## src/aml_named_package_extractor_macros.svh

```systemverilog
// ----------------------------------------------------------------------------
// Assertion macros for the named package extractor
// Each macro expects clk and rst to be visible in the calling module.
// ----------------------------------------------------------------------------
`ifndef AML_NAMED_PACKAGE_EXTRACTOR_MACROS_SVH
`define AML_NAMED_PACKAGE_EXTRACTOR_MACROS_SVH

// same-cycle implication, held off during reset
`define ANPE_ASSERT_IMP(label, ante, cons, msg) \
  label: assert property (@(posedge clk) disable iff (rst) (ante) |-> (cons)) \
    else $error(msg);

// next-cycle implication, held off during reset
`define ANPE_ASSERT_NXT(label, ante, cons, msg) \
  label: assert property (@(posedge clk) disable iff (rst) (ante) |=> (cons)) \
    else $error(msg);

`endif

```

## src/anpe_pkg.sv

```systemverilog
// ----------------------------------------------------------------------------
// anpe_pkg
// Types and constants of the AML named package extractor.
// ----------------------------------------------------------------------------
`default_nettype none

package anpe_pkg;

  localparam int ELEM_VALUE_W = 64;
  localparam int ELEM_INDEX_W = 4;
  localparam int ELEM_COUNT_W = 5;
  localparam int OUT_TDATA_W  = 80;
  localparam int IN_TDATA_W   = 8;

  localparam logic [31:0] NAME_CODE_RESET = 32'h4649_425F;

  // AML opcodes
  localparam logic [7:0] OP_NAME    = 8'h08;
  localparam logic [7:0] OP_PACKAGE = 8'h12;
  localparam logic [7:0] OP_ZERO    = 8'h00;
  localparam logic [7:0] OP_ONE     = 8'h01;
  localparam logic [7:0] OP_BYTE    = 8'h0A;
  localparam logic [7:0] OP_WORD    = 8'h0B;
  localparam logic [7:0] OP_DWORD   = 8'h0C;
  localparam logic [7:0] OP_QWORD   = 8'h0E;

  typedef enum logic [2:0] {
    PH_SCAN  = 3'd0,
    PH_PKG0  = 3'd1,
    PH_PKGN  = 3'd2,
    PH_COUNT = 3'd3,
    PH_OP    = 3'd4,
    PH_DATA  = 3'd5,
    PH_DONE  = 3'd6
  } phase_t;

  typedef struct packed {
    logic                    is_summary;
    logic [ELEM_VALUE_W-1:0] elem_value;
    logic [ELEM_INDEX_W-1:0] elem_index;
    logic [ELEM_COUNT_W-1:0] elem_count;
    logic                    found;
    logic                    run_end;
  } result_t;

endpackage

`default_nettype wire

```

## src/aml_named_package_extractor.sv

```systemverilog
// ----------------------------------------------------------------------------
// aml_named_package_extractor
// Finds a named AML package and streams out its integer elements.
// ----------------------------------------------------------------------------
// Takes one AML byte per cycle while the output queue has room. Each byte is
// decoded by one stage of combinational logic into the parser state and at
// most two results (an element and/or the end-of-scan summary), which go into
// a two-entry output queue. The input is ready whenever the queue will be
// empty after this cycle's output beat, so with the output side always ready
// a byte is taken every cycle; a byte that yields two results holds off the
// next byte while the second result drains. A byte's first result is shown
// in the cycle after it is taken. name_code may only be written while idle.
`default_nettype none

`include "aml_named_package_extractor_macros.svh"

module aml_named_package_extractor #(
  parameter int MAX_ELEMENTS = 16
) (
  input  wire logic        clk,
  input  wire logic        rst,
  // configuration
  input  wire logic        cfg_we,
  input  wire logic [31:0] cfg_wdata,
  // byte stream in
  input  wire logic        s_tvalid,
  output      logic        s_tready,
  input  wire logic [7:0]  s_tdata,   // [7:0] data_byte
  input  wire logic        s_tlast,   // last_byte
  // results out
  output      logic        m_tvalid,
  input  wire logic        m_tready,
  output      logic [79:0] m_tdata,   // [63:0] elem_value, [67:64] elem_index,
                                      // [72:68] elem_count, [73] found, [79:74] zero
  output      logic        m_tuser,   // is_summary
  output      logic        m_tlast    // run_end
);

  localparam int CNT_W = $clog2(MAX_ELEMENTS + 1);
  localparam int IDX_W = anpe_pkg::ELEM_INDEX_W;
  localparam int OCW   = anpe_pkg::ELEM_COUNT_W;

  // configuration
  logic [31:0] name_code;

  // parser state
  anpe_pkg::phase_t phase, phase_next;
  logic [39:0]       recent_bytes, recent_bytes_next;
  logic [1:0]        len_left, len_left_next;
  logic [CNT_W-1:0]  target_count, target_count_next;
  logic [CNT_W-1:0]  decoded_count, decoded_count_next;
  logic [3:0]        val_left, val_left_next;
  logic [2:0]        val_shift, val_shift_next;
  logic [63:0]       value_accum, value_accum_next;

  // per-byte decode
  logic [7:0]        b;
  logic              in_acc, out_acc;
  logic [39:0]       hdr;
  logic [63:0]       accum_or;
  logic [CNT_W-1:0]  clamp;
  logic [CNT_W-1:0]  dec_inc;
  logic [3:0]        val_left_dec;
  logic [1:0]        len_left_dec;
  logic              elem_emit;
  logic [63:0]       elem_val;
  logic              done_sum;
  logic              last_sum;
  logic              sum_any;

  anpe_pkg::result_t elem_res, sum_res, r0, r1;
  logic [1:0]        n_res;

  // output queue
  anpe_pkg::result_t q0, q1;
  logic [1:0]        q_count;

  assign b       = s_tdata;
  assign in_acc  = s_tvalid && s_tready;
  assign out_acc = m_tvalid && m_tready;

  assign hdr = {anpe_pkg::OP_NAME, name_code[7:0], name_code[15:8],
                name_code[23:16], name_code[31:24]};

  assign clamp = ({1'b0, b} > 9'(MAX_ELEMENTS)) ? CNT_W'(MAX_ELEMENTS) : CNT_W'(b);
  assign dec_inc      = decoded_count + CNT_W'(1);
  assign val_left_dec = val_left - 4'd1;
  assign len_left_dec = len_left - 2'd1;

  always_comb begin
    for (int i = 0; i < 8; i++) begin
      accum_or[8*i +: 8] = (val_shift == 3'(i)) ? (value_accum[8*i +: 8] | b)
                                                 : value_accum[8*i +: 8];
    end
  end

  // next state
  always_comb begin
    phase_next         = phase;
    len_left_next      = len_left;
    target_count_next  = target_count;
    decoded_count_next = decoded_count;
    val_left_next      = val_left;
    val_shift_next     = val_shift;
    value_accum_next   = value_accum;
    recent_bytes_next  = {recent_bytes[31:0], b};
    elem_emit          = 1'b0;
    elem_val           = '0;
    done_sum           = 1'b0;
    case (phase)
      anpe_pkg::PH_SCAN: begin
        if (b == anpe_pkg::OP_PACKAGE && recent_bytes == hdr) begin
          phase_next         = anpe_pkg::PH_PKG0;
          decoded_count_next = '0;
          target_count_next  = '0;
        end
      end
      anpe_pkg::PH_PKG0: begin
        len_left_next = b[7:6];
        phase_next    = (b[7:6] != 2'd0) ? anpe_pkg::PH_PKGN : anpe_pkg::PH_COUNT;
      end
      anpe_pkg::PH_PKGN: begin
        len_left_next = len_left_dec;
        if (len_left_dec == 2'd0) begin
          phase_next = anpe_pkg::PH_COUNT;
        end
      end
      anpe_pkg::PH_COUNT: begin
        target_count_next  = clamp;
        decoded_count_next = '0;
        if (clamp == '0) begin
          done_sum   = 1'b1;
          phase_next = anpe_pkg::PH_DONE;
        end else begin
          phase_next = anpe_pkg::PH_OP;
        end
      end
      anpe_pkg::PH_OP: begin
        value_accum_next = '0;
        val_shift_next   = '0;
        if (b == anpe_pkg::OP_ZERO || b == anpe_pkg::OP_ONE) begin
          elem_emit = 1'b1;
          elem_val  = {56'd0, b};
        end else if (b == anpe_pkg::OP_BYTE) begin
          val_left_next = 4'd1;
          phase_next    = anpe_pkg::PH_DATA;
        end else if (b == anpe_pkg::OP_WORD) begin
          val_left_next = 4'd2;
          phase_next    = anpe_pkg::PH_DATA;
        end else if (b == anpe_pkg::OP_DWORD) begin
          val_left_next = 4'd4;
          phase_next    = anpe_pkg::PH_DATA;
        end else if (b == anpe_pkg::OP_QWORD) begin
          val_left_next = 4'd8;
          phase_next    = anpe_pkg::PH_DATA;
        end else begin
          done_sum   = 1'b1;
          phase_next = anpe_pkg::PH_DONE;
        end
      end
      anpe_pkg::PH_DATA: begin
        value_accum_next = accum_or;
        val_shift_next   = val_shift + 3'd1;
        val_left_next    = val_left_dec;
        if (val_left_dec == 4'd0) begin
          phase_next = anpe_pkg::PH_OP;
          elem_emit  = 1'b1;
          elem_val   = accum_or;
        end
      end
      default: begin
      end
    endcase
    // element completion and count check
    if (elem_emit) begin
      decoded_count_next = dec_inc;
      if (dec_inc >= target_count) begin
        done_sum   = 1'b1;
        phase_next = anpe_pkg::PH_DONE;
      end
    end
  end

  // results of this byte
  always_comb begin
    last_sum = s_tlast && phase != anpe_pkg::PH_DONE && phase_next != anpe_pkg::PH_DONE;
    sum_any  = done_sum || last_sum;

    elem_res            = '0;
    elem_res.elem_value = elem_val;
    elem_res.elem_index = IDX_W'(decoded_count);

    sum_res            = '0;
    sum_res.is_summary = 1'b1;
    sum_res.elem_count = OCW'(decoded_count_next);
    sum_res.found      = (decoded_count_next != '0);

    r0    = '0;
    r1    = '0;
    n_res = 2'd0;
    if (elem_emit) begin
      r0 = elem_res;
      if (sum_any) begin
        r1    = sum_res;
        n_res = 2'd2;
      end else begin
        n_res = 2'd1;
      end
    end else if (sum_any) begin
      r0    = sum_res;
      n_res = 2'd1;
    end
    if (n_res == 2'd1) begin
      r0.run_end = 1'b1;
    end
    if (n_res == 2'd2) begin
      r1.run_end = 1'b1;
    end
  end

  always_ff @(posedge clk) begin
    if (rst) begin
      name_code <= anpe_pkg::NAME_CODE_RESET;
    end else if (cfg_we) begin
      name_code <= cfg_wdata;
    end
  end

  // parser registers; end of stream returns everything to reset
  always_ff @(posedge clk) begin
    if (rst || (in_acc && s_tlast)) begin
      phase         <= anpe_pkg::PH_SCAN;
      recent_bytes  <= '0;
      len_left      <= '0;
      target_count  <= '0;
      decoded_count <= '0;
      val_left      <= '0;
      val_shift     <= '0;
      value_accum   <= '0;
    end else if (in_acc) begin
      phase         <= phase_next;
      recent_bytes  <= recent_bytes_next;
      len_left      <= len_left_next;
      target_count  <= target_count_next;
      decoded_count <= decoded_count_next;
      val_left      <= val_left_next;
      val_shift     <= val_shift_next;
      value_accum   <= value_accum_next;
    end
  end

  // output queue: a new byte is only taken when the queue is empty or drains this cycle
  assign s_tready = (q_count == 2'd0) || (q_count == 2'd1 && m_tready);

  always_ff @(posedge clk) begin
    if (rst) begin
      q_count <= 2'd0;
    end else if (in_acc) begin
      q_count <= n_res;
    end else if (out_acc) begin
      q_count <= q_count - 2'd1;
    end
  end

  always_ff @(posedge clk) begin
    if (in_acc) begin
      q0 <= r0;
      q1 <= r1;
    end else if (out_acc) begin
      q0 <= q1;
    end
  end

  assign m_tvalid = (q_count != 2'd0);
  assign m_tdata  = {6'd0, q0.found, q0.elem_count, q0.elem_index, q0.elem_value};
  assign m_tuser  = q0.is_summary;
  assign m_tlast  = q0.run_end;

  `ANPE_ASSERT_IMP(a_q_depth, 1'b1, q_count != 2'd3, "output queue overfilled")
  `ANPE_ASSERT_IMP(a_elem_in_range,
    phase == anpe_pkg::PH_OP || phase == anpe_pkg::PH_DATA,
    decoded_count < target_count, "element count passed target while parsing")
  `ANPE_ASSERT_NXT(a_stream_end_clears, in_acc && s_tlast,
    phase == anpe_pkg::PH_SCAN && decoded_count == '0 && recent_bytes == '0,
    "state not cleared at stream end")
  `ANPE_ASSERT_IMP(a_summary_clean, m_tvalid && m_tuser,
    m_tdata[63:0] == 64'd0 && m_tdata[67:64] == 4'd0, "summary carries element data")
  `ANPE_ASSERT_IMP(a_elem_clean, m_tvalid && !m_tuser,
    m_tdata[73:68] == 6'd0, "element result carries summary data")

endmodule

`default_nettype wire
```

## config.mk

```make
export PLATFORM = sky130hd
export DESIGN_NAME = aml_named_package_extractor
export DESIGN_NICKNAME = d
export VERILOG_FILES = /design/src/anpe_pkg.sv /design/src/aml_named_package_extractor.sv
export VERILOG_INCLUDE_DIRS = /design/src /design/src/src
export SDC_FILE = /design/constraint.sdc
export NUM_CORES = 1
export LEC_CHECK = 0
export CELL_PAD_IN_SITES_DETAIL_PLACEMENT = 1
export CELL_PAD_IN_SITES_GLOBAL_PLACEMENT = 1
export CORE_ASPECT_RATIO = 0.9
export CORE_MARGIN = 2
export CORE_UTILIZATION = 35
export DETAILED_ROUTE_END_ITERATION = 16
export DONT_BUFFER_PORTS = 1
export GPL_TIMING_DRIVEN = 0
export PLACE_DENSITY = 0.63
export SETUP_SLACK_MARGIN = 0.05
export SLEW_MARGIN = 20
export SYNTH_ARGS = -nofsm -noshare
export SYNTH_HDL_FRONTEND = slang
export SYNTH_SLANG_ARGS = --single-unit
```

## constraint.sdc

```tcl
create_clock -name clk -period 3 [get_ports clk]
set_input_delay 0.15 -clock clk [delete_from_list [all_inputs] [get_ports clk]]
set_output_delay 0.15 -clock clk [all_outputs]
set_load 0.02 [all_outputs]
```

After elaboration in Yosys (flattened, before gate mapping)

Cells that the tools add are included.

Order comparisons: 2
Reductions and logical operators: 29
Eq/ne operators: 27
Shift-type cells: 0
Div/mod/pow operators: 0
Add/subtract/negate cells: 5
Bitwise gates (word level): 8
Multiplexer cells: 62
Multipliers: 0

Operators with widths:

| kind                                                           | number |
|---|---|
| two-way mux 76 bit                                             | 4 |
| one-hot mux 64 bit (2 select lines)                            | 2 |
| two-way mux 8 bit                                              | 9 |
| two-way mux 64 bit                                             | 1 |
| OR 8 bit                                                       | 8 |
| equality test 40 x 36 -> 1 bit                                 | 1 |
| equality test 8 x 4 -> 1 bit (second input constant)           | 4 |
| two-way mux 4 bit                                              | 5 |
| two-way mux 5 bit                                              | 4 |
| one-hot mux 5 bit (2 select lines)                             | 2 |
| equality test 3 bit (second input constant)                    | 6 |
| two-way mux 2 bit                                              | 9 |
| two-way mux 3 bit                                              | 6 |
| one-hot mux 3 bit (6 select lines)                             | 1 |
| two-way mux 1 bit                                              | 14 |
| equality test 3 x 2 -> 1 bit (second input constant)           | 4 |
| nonzero test 2 bit                                             | 6 |
| equality test 8 x 1 -> 1 bit (second input constant)           | 1 |
| equality test 8 x 5 -> 1 bit (second input constant)           | 1 |
| greater-than comparator 8 x 5 -> 1 bit (second input constant) | 1 |
| logical NOT 8 bit                                              | 1 |
| one-hot mux 4 bit (2 select lines)                             | 1 |
| logical AND 1 bit                                              | 7 |
| equality test 3 x 1 -> 1 bit (second input constant)           | 2 |
| 22 further kinds                                               | 33 |

Input bits: 46
ROM bits: 0
Memory bits (writable): 0
Flip-flop bits (word level): 312
Word-level logic and storage cells: 155
Latch bits: 0
Output and inout bits: 84
Memories kept: 0

Longest topological paths before layout

Word-level depth: 17
Depth in mapped cells: 11
Depth with buffers taken out: 11

Least setup slack after synthesis

OpenSTA, ideal clock, no wires.

Kind: register -> register
Start: reg q_count[0]
End: reg q_count[1]
Arrival: 2.711 ns
Library setup time: 0.073 ns
Required time: 2.927 ns
Cell stages (with the launch flop): 7
Path slack: 0.216 ns
Path buffers: 0
Clock period less this slack: 2.784 ns
Path through: dfxtp_1 inv_1 ha_1 mux2i_1 inv_1 o211ai_1 a21oi_1

Word-level cells in the longest chain between the ends: 5
Elaborated cells between the ends (all ways): 11
Those cells by class: add/sub: 1; eq/ne: 1; mux: 2; reduce/logical: 7

Ends and longest elaborated chain:

| element                                                           | RTL line                           | text |
|---|---|---|
| from (decl)                                                       | aml_named_package_extractor.sv:76  | `logic [1:0] q_count;` |
| from (signal assigned)                                            | aml_named_package_extractor.sv:259 | `q_count <= n_res;` |
| from (signal assigned)                                            | aml_named_package_extractor.sv:261 | `q_count <= q_count - 2'd1;` |
| branches (longest 5 deep; another with subtractor 2 x 1 -> 2 bit) | -                                  |  |

Parallel ways; which one is timed is not known. The select of a mux whose other input is x is not followed.
A chain may end at the register's enable or synchronous reset.

Final worst setup path

Start: reg decoded_count[0]
End: reg q0, in the netlist m_tlast, data pin

Word-level cells in the longest chain between the ends: 12
Elaborated cells between the ends (all ways): 15
Those cells by class: add/sub: 1; order compare: 1; eq/ne: 2; mux: 9; reduce/logical: 2

Ends and longest elaborated chain:

| element                                                       | RTL line                                                               | text |
|---|---|---|
| from (decl)                                                   | aml_named_package_extractor.sv:51                                      | `logic [CNT_W-1:0] decoded_count, decoded_count_next;` |
| from (signal assigned)                                        | aml_named_package_extractor.sv:245                                     | `decoded_count <= decoded_count_next;` |
| adder 5 x 1 -> 5 bit (*)                                      | aml_named_package_extractor.sv:86                                      | `assign dec_inc = decoded_count + CNT_W'(1);` |
| greater-or-equal comparator 5 bit (*)                         | aml_named_package_extractor.sv:177                                     | `if (dec_inc >= target_count) begin` |
| two-way mux 3 bit                                             | aml_named_package_extractor.sv:177                                     |  |
| two-way mux 3 bit                                             | aml_named_package_extractor.sv:175                                     | `if (elem_emit) begin` |
| inequality test 3 bit                                         | aml_named_package_extractor.sv:186                                     | `last_sum = s_tlast && phase != anpe_pkg::PH_DONE && phase_next != anpe_pkg::PH_DONE;` |
| logical AND 1 bit                                             | aml_named_package_extractor.sv:186                                     |  |
| logical OR 1 bit (*)                                          | aml_named_package_extractor.sv:187                                     | `sum_any = done_sum \|\| last_sum;` |
| named net sum_any                                             | aml_named_package_extractor.sv:69                                      | `logic sum_any;` |
| two-way mux 1 bit / two-way mux 2 bit (equally long branches) | aml_named_package_extractor.sv:209, aml_named_package_extractor.sv:203 |  |
| two-way mux 2 bit (*)                                         | aml_named_package_extractor.sv:201                                     | `if (elem_emit) begin` |
| equality test 2 x 1 -> 1 bit (*)                              | aml_named_package_extractor.sv:213                                     | `if (n_res == 2'd1) begin` |
| two-way mux 1 bit (*)                                         | aml_named_package_extractor.sv:213                                     |  |
| two-way mux 76 bit (*)                                        | aml_named_package_extractor.sv:266                                     | `if (in_acc) begin` |
| to (signal assigned)                                          | aml_named_package_extractor.sv:267                                     | `q0 <= r0;` |
| to (signal assigned)                                          | aml_named_package_extractor.sv:270                                     | `q0 <= q1;` |
| to (decl)                                                     | aml_named_package_extractor.sv:75                                      | `anpe_pkg::result_t q0, q1;` |

Mark *: on every way through the listed nets, which the timed path passes. The rest lies on a longest branch.

==> implementation parameters <==
Parameter                              Value

Outcome
  Outcome    finished clean

Timing
  Number of endpoints with negative hold slack in the final report    0
  Ratio of final minimum period to clock period    94.5%
  Number of slew-limit violations in the final report    0
  Headroom to the max-slew limit    32.1%
  Final setup violation count    0
  Final setup skew    0.0190 ns
  Final critical delay including setup and external delays    2.83 ns
  Slew of the pin with the lowest slew margin    1.02 ns
  Setup slack of the critical path after layout    0.166 ns
  Highest Clock Rate    353 MHz
  Unrepaired setup endpoints after global routing    yes
  Post-route setup TNS    0 ns

Critical path
  Cell Chain, Critical Path    ha_1 > ha_1 > a21o_1 > a21o_1 > a211oi_1 > nor3_1 > or2_2 > ha_1 > nand2_1 > nand2_1
  Startpoint type of the worst setup path    register
  Crit path max fanout    10
  Cell repeated most along the worst path    ha_1
  Start of the worst register-to-register path    decoded_count[0]$_SDFFE_PP0P_
  Arrival time worst endpoint    3.12 ns
  Critical path required time    3.28 ns
  Worst Setup Path Type    reg -> reg
  Worst reg-to-reg path cell count    10
  Terminus of the critical flop-to-flop path    m_tlast$_DFFE_PP_
  Register-to-Register Setup Slack    0.17 ns
  Peak per-stage delay on the critical path    0.37 ns
  Library cell contributing the largest single delay on the critical path    dfxtp_2
  Nature of the critical path endpoint    register

Hold path
  Hold/Removal Path Class    in -> reg
  Worst min-delay path endpoint    value_accum[63]$_SDFFE_PP0P_
  Number of stages on the worst hold path    3
  Min-Delay Startpoint    s_tlast

Clock tree
  Clock buffers created by TritonCTS    27
  Clock net sink count    244
  Clock-pin slew on the worst setup and hold paths    0.06 ns
  Root cell of the clock tree    clkbuf_16
  Clock insertion delay at the later pin of the skew report    0.55 ns
  Clock tree from TritonCTS    built
  Number of buffers on the longest clock path    3
  Post-CTS setup buffers    0
  Maximum level of the CTS H-tree    1

Finish
  Register area    5730 um^2
  Final cell utilization of the core    42.2%
  Leading cell types in the layout, fill and taps excluded    nand2_1, a21oi_1, dfxtp_1
  Area taken by multi-input logic gates    4230 um^2
  Ant diodes    0
  Net count reported at finish    1,260
  Area growth from synthesis to layout    18.1%
  Most common cell after layout, fill and taps aside    nand2_1
  Proportion of layout cells with a drive suffix above 1    8.23%
  Cell area after layout    12,200 um^2
  Count of filler cells inserted in the layout    3,343

Global routing
  Global Route Usage Sum    19.8%
  Initial antenna violation count    0
  Global-route wire length before repair    47,800 um
  Pin count of the biggest net entering global routing    60
  GRT Residual Overflow    0
  Number of global-route vias before repair    8,264

Route
  Routed WL per cell    19.0 um
  Number of remaining DRC errors    0
  Number of nets with antenna violations after detailed routing    0
  Violation count after the first detailed-route iteration    515
  Number of iterations in the first detailed-routing pass    5
  Overall via count from detail_route    8,144
  Number of vias per cell after detailed routing    5.06
  Total wire length    30,600 um

Power
  Power per unit of standard cell area    671 nW/um^2
  Total power consumption of the routed design    8.21 mW
  Worst ir drop on vdd    0.408 mV
  Leakage power    4.13 nW

Synthesis
  Count of cell types in the netlist    65
  Number of enable flip-flop cells after synthesis    84
  Post-synth design cell area    10,400 um^2
  Cells after synthesis    1,121
  Proportion of register bits with asynchronous set or reset after synthesis    0%
  #FFs+latches synth    244
  Yosys warning total    0
  Leading register cell type out of synthesis    dfxtp_1
  Register area share after synthesis    55.2%
  Synthesized area per cell    9.25 um^2

Floorplan
  Placeable core region    29,000 um^2
  Ports placed on the boundary    130
  Die area    31,000 um^2
  Die Ht    167 um
  Initial core utilization    35.7%
  Number of rows in the core area    59
  Width of the die    185 um

Job
  Number of max-cap violations    0

Placed design
  Placed standard-cell area    10,900 um^2
  Final weighted congestion of routability-driven global placement    0.797
  Placement-stage worst setup slack    0.0198 ns
  Total of buffers placed on input and output ports    0
  HPWL after detailed placement    20,700 um
[metrics by stage]
step / instances / hold slack (ns)
6_report: 1611 / 0.0332
5_1_grt: 1611 / 0.0587
4_1_cts: 1612 / 0.00996
3_5_place_dp: 1523 / 0.276
3_3_place_gp: 1522 / 0.271
2_1_floorplan: 1126 / 0.268
[layer usage]
| metal | vias to the layer above | GRT usage (%) | wire, um |
|---|---|---|---|
| met5 | - | 0 | 0 |
| met4 | 0 | 4.04 | 512 |
| met3 | 31 | 3.46 | 1520 |
| met2 | 173 | 30.7 | 13500 |
| met1 | 3967 | 28.8 | 15000 |
| li1 | 3973 | - | - |
[repair_timing]
action                                 4_1_cts  5_1_grt
setup endpoints to repair                    1        4
hold buffers                                39        0
gates resized for setup                      2        4
endpoints found under the hold margin       48        0
[worst max path at each step]
stage | to | slack (ns) | cells after the start | startpoint
2_1_floorplan | q_count[1]$_SDFFE_PP0P_ | 0.22 | 6 | q_count[0]$_SDFFE_PP0P_
3_3_place_gp | q_count[1]$_SDFFE_PP0P_ | -0.77 | 6 | q_count[0]$_SDFFE_PP0P_
3_5_place_dp | m_tlast$_DFFE_PP_ | 0.02 | 11 | decoded_count[0]$_SDFFE_PP0P_
4_1_cts | m_tlast$_DFFE_PP_ | 0.08 | 11 | val_left[0]$_SDFFE_PP0P_
5_1_grt | m_tlast$_DFFE_PP_ | 0.04 | 10 | decoded_count[0]$_SDFFE_PP0P_
6_report | m_tlast$_DFFE_PP_ | 0.17 | 10 | decoded_count[0]$_SDFFE_PP0P_
[critical path: cells and delay by family, from the launching register on]
kind | cells | cell delay [ns]
AO/OA/AOI/OAI | 3 | 0.63
adder cells (fa/ha/maj) | 3 | 0.93
flip-flops | 1 | 0.37
AND/OR/NAND/NOR | 4 | 0.64
[Yosys cell counts (all sizes together), types with 10 or more instances]
master	n	area share (%)
a211o	14	1.2
a21oi	184	8.9
and3	11	0.66
buf	37	1.9
clkbuf	44	1.6
dfxtp	160	31
edfxtp	84	24
ha	20	2.4
inv	27	0.98
mux2i	22	2.1
nand2	285	10
nand3	15	0.72
nand4	10	0.60
nor2	51	1.9
nor2b	16	0.97
nor3	16	0.93
o21ai	15	0.72
xnor2	33	2.8
[flip-flops by register name (all words and copies together), names as in the netlist]
register	count
decoded_count	5
len_left	2
name_code	32
value_accum	64
target_count	5
recent_bytes	40
val_shift	3
m_tlast	1
q1	8
q_count	2
m_tuser	1
m_tdata	74
phase	3
val_left	4
[cells by family after synthesis]
group	after synthesis	synth area share [%]
AOI/OAI and AO/OA	253	14.1
xor gates and xnor gates	36	3.04
adders and majority gates	20	2.41
buffers and inverters	108	4.45
DFF	244	55.2
muxes	22	2.12
other	1	0.0362
and+or+nand+nor	437	18.6
[power breakdown]
part | internal [mW] | switching, mW
logic | 0.226 | 0.577
registers | 3.71 | 0.322
clock network | 1.95 | 1.42
[final cells by class]
cell class                 count  share of cell area, %
clock buffer                  31                   6.06
clock inverter                19                   1.37
multi-input combinational    774                   34.5
timing repair buffer          40                   3.41
inverter                      27                  0.849
tap                          396                   4.05
buffer                        80                   2.91
sequential                   244                   46.8
(Power assumes the default switching activity.)
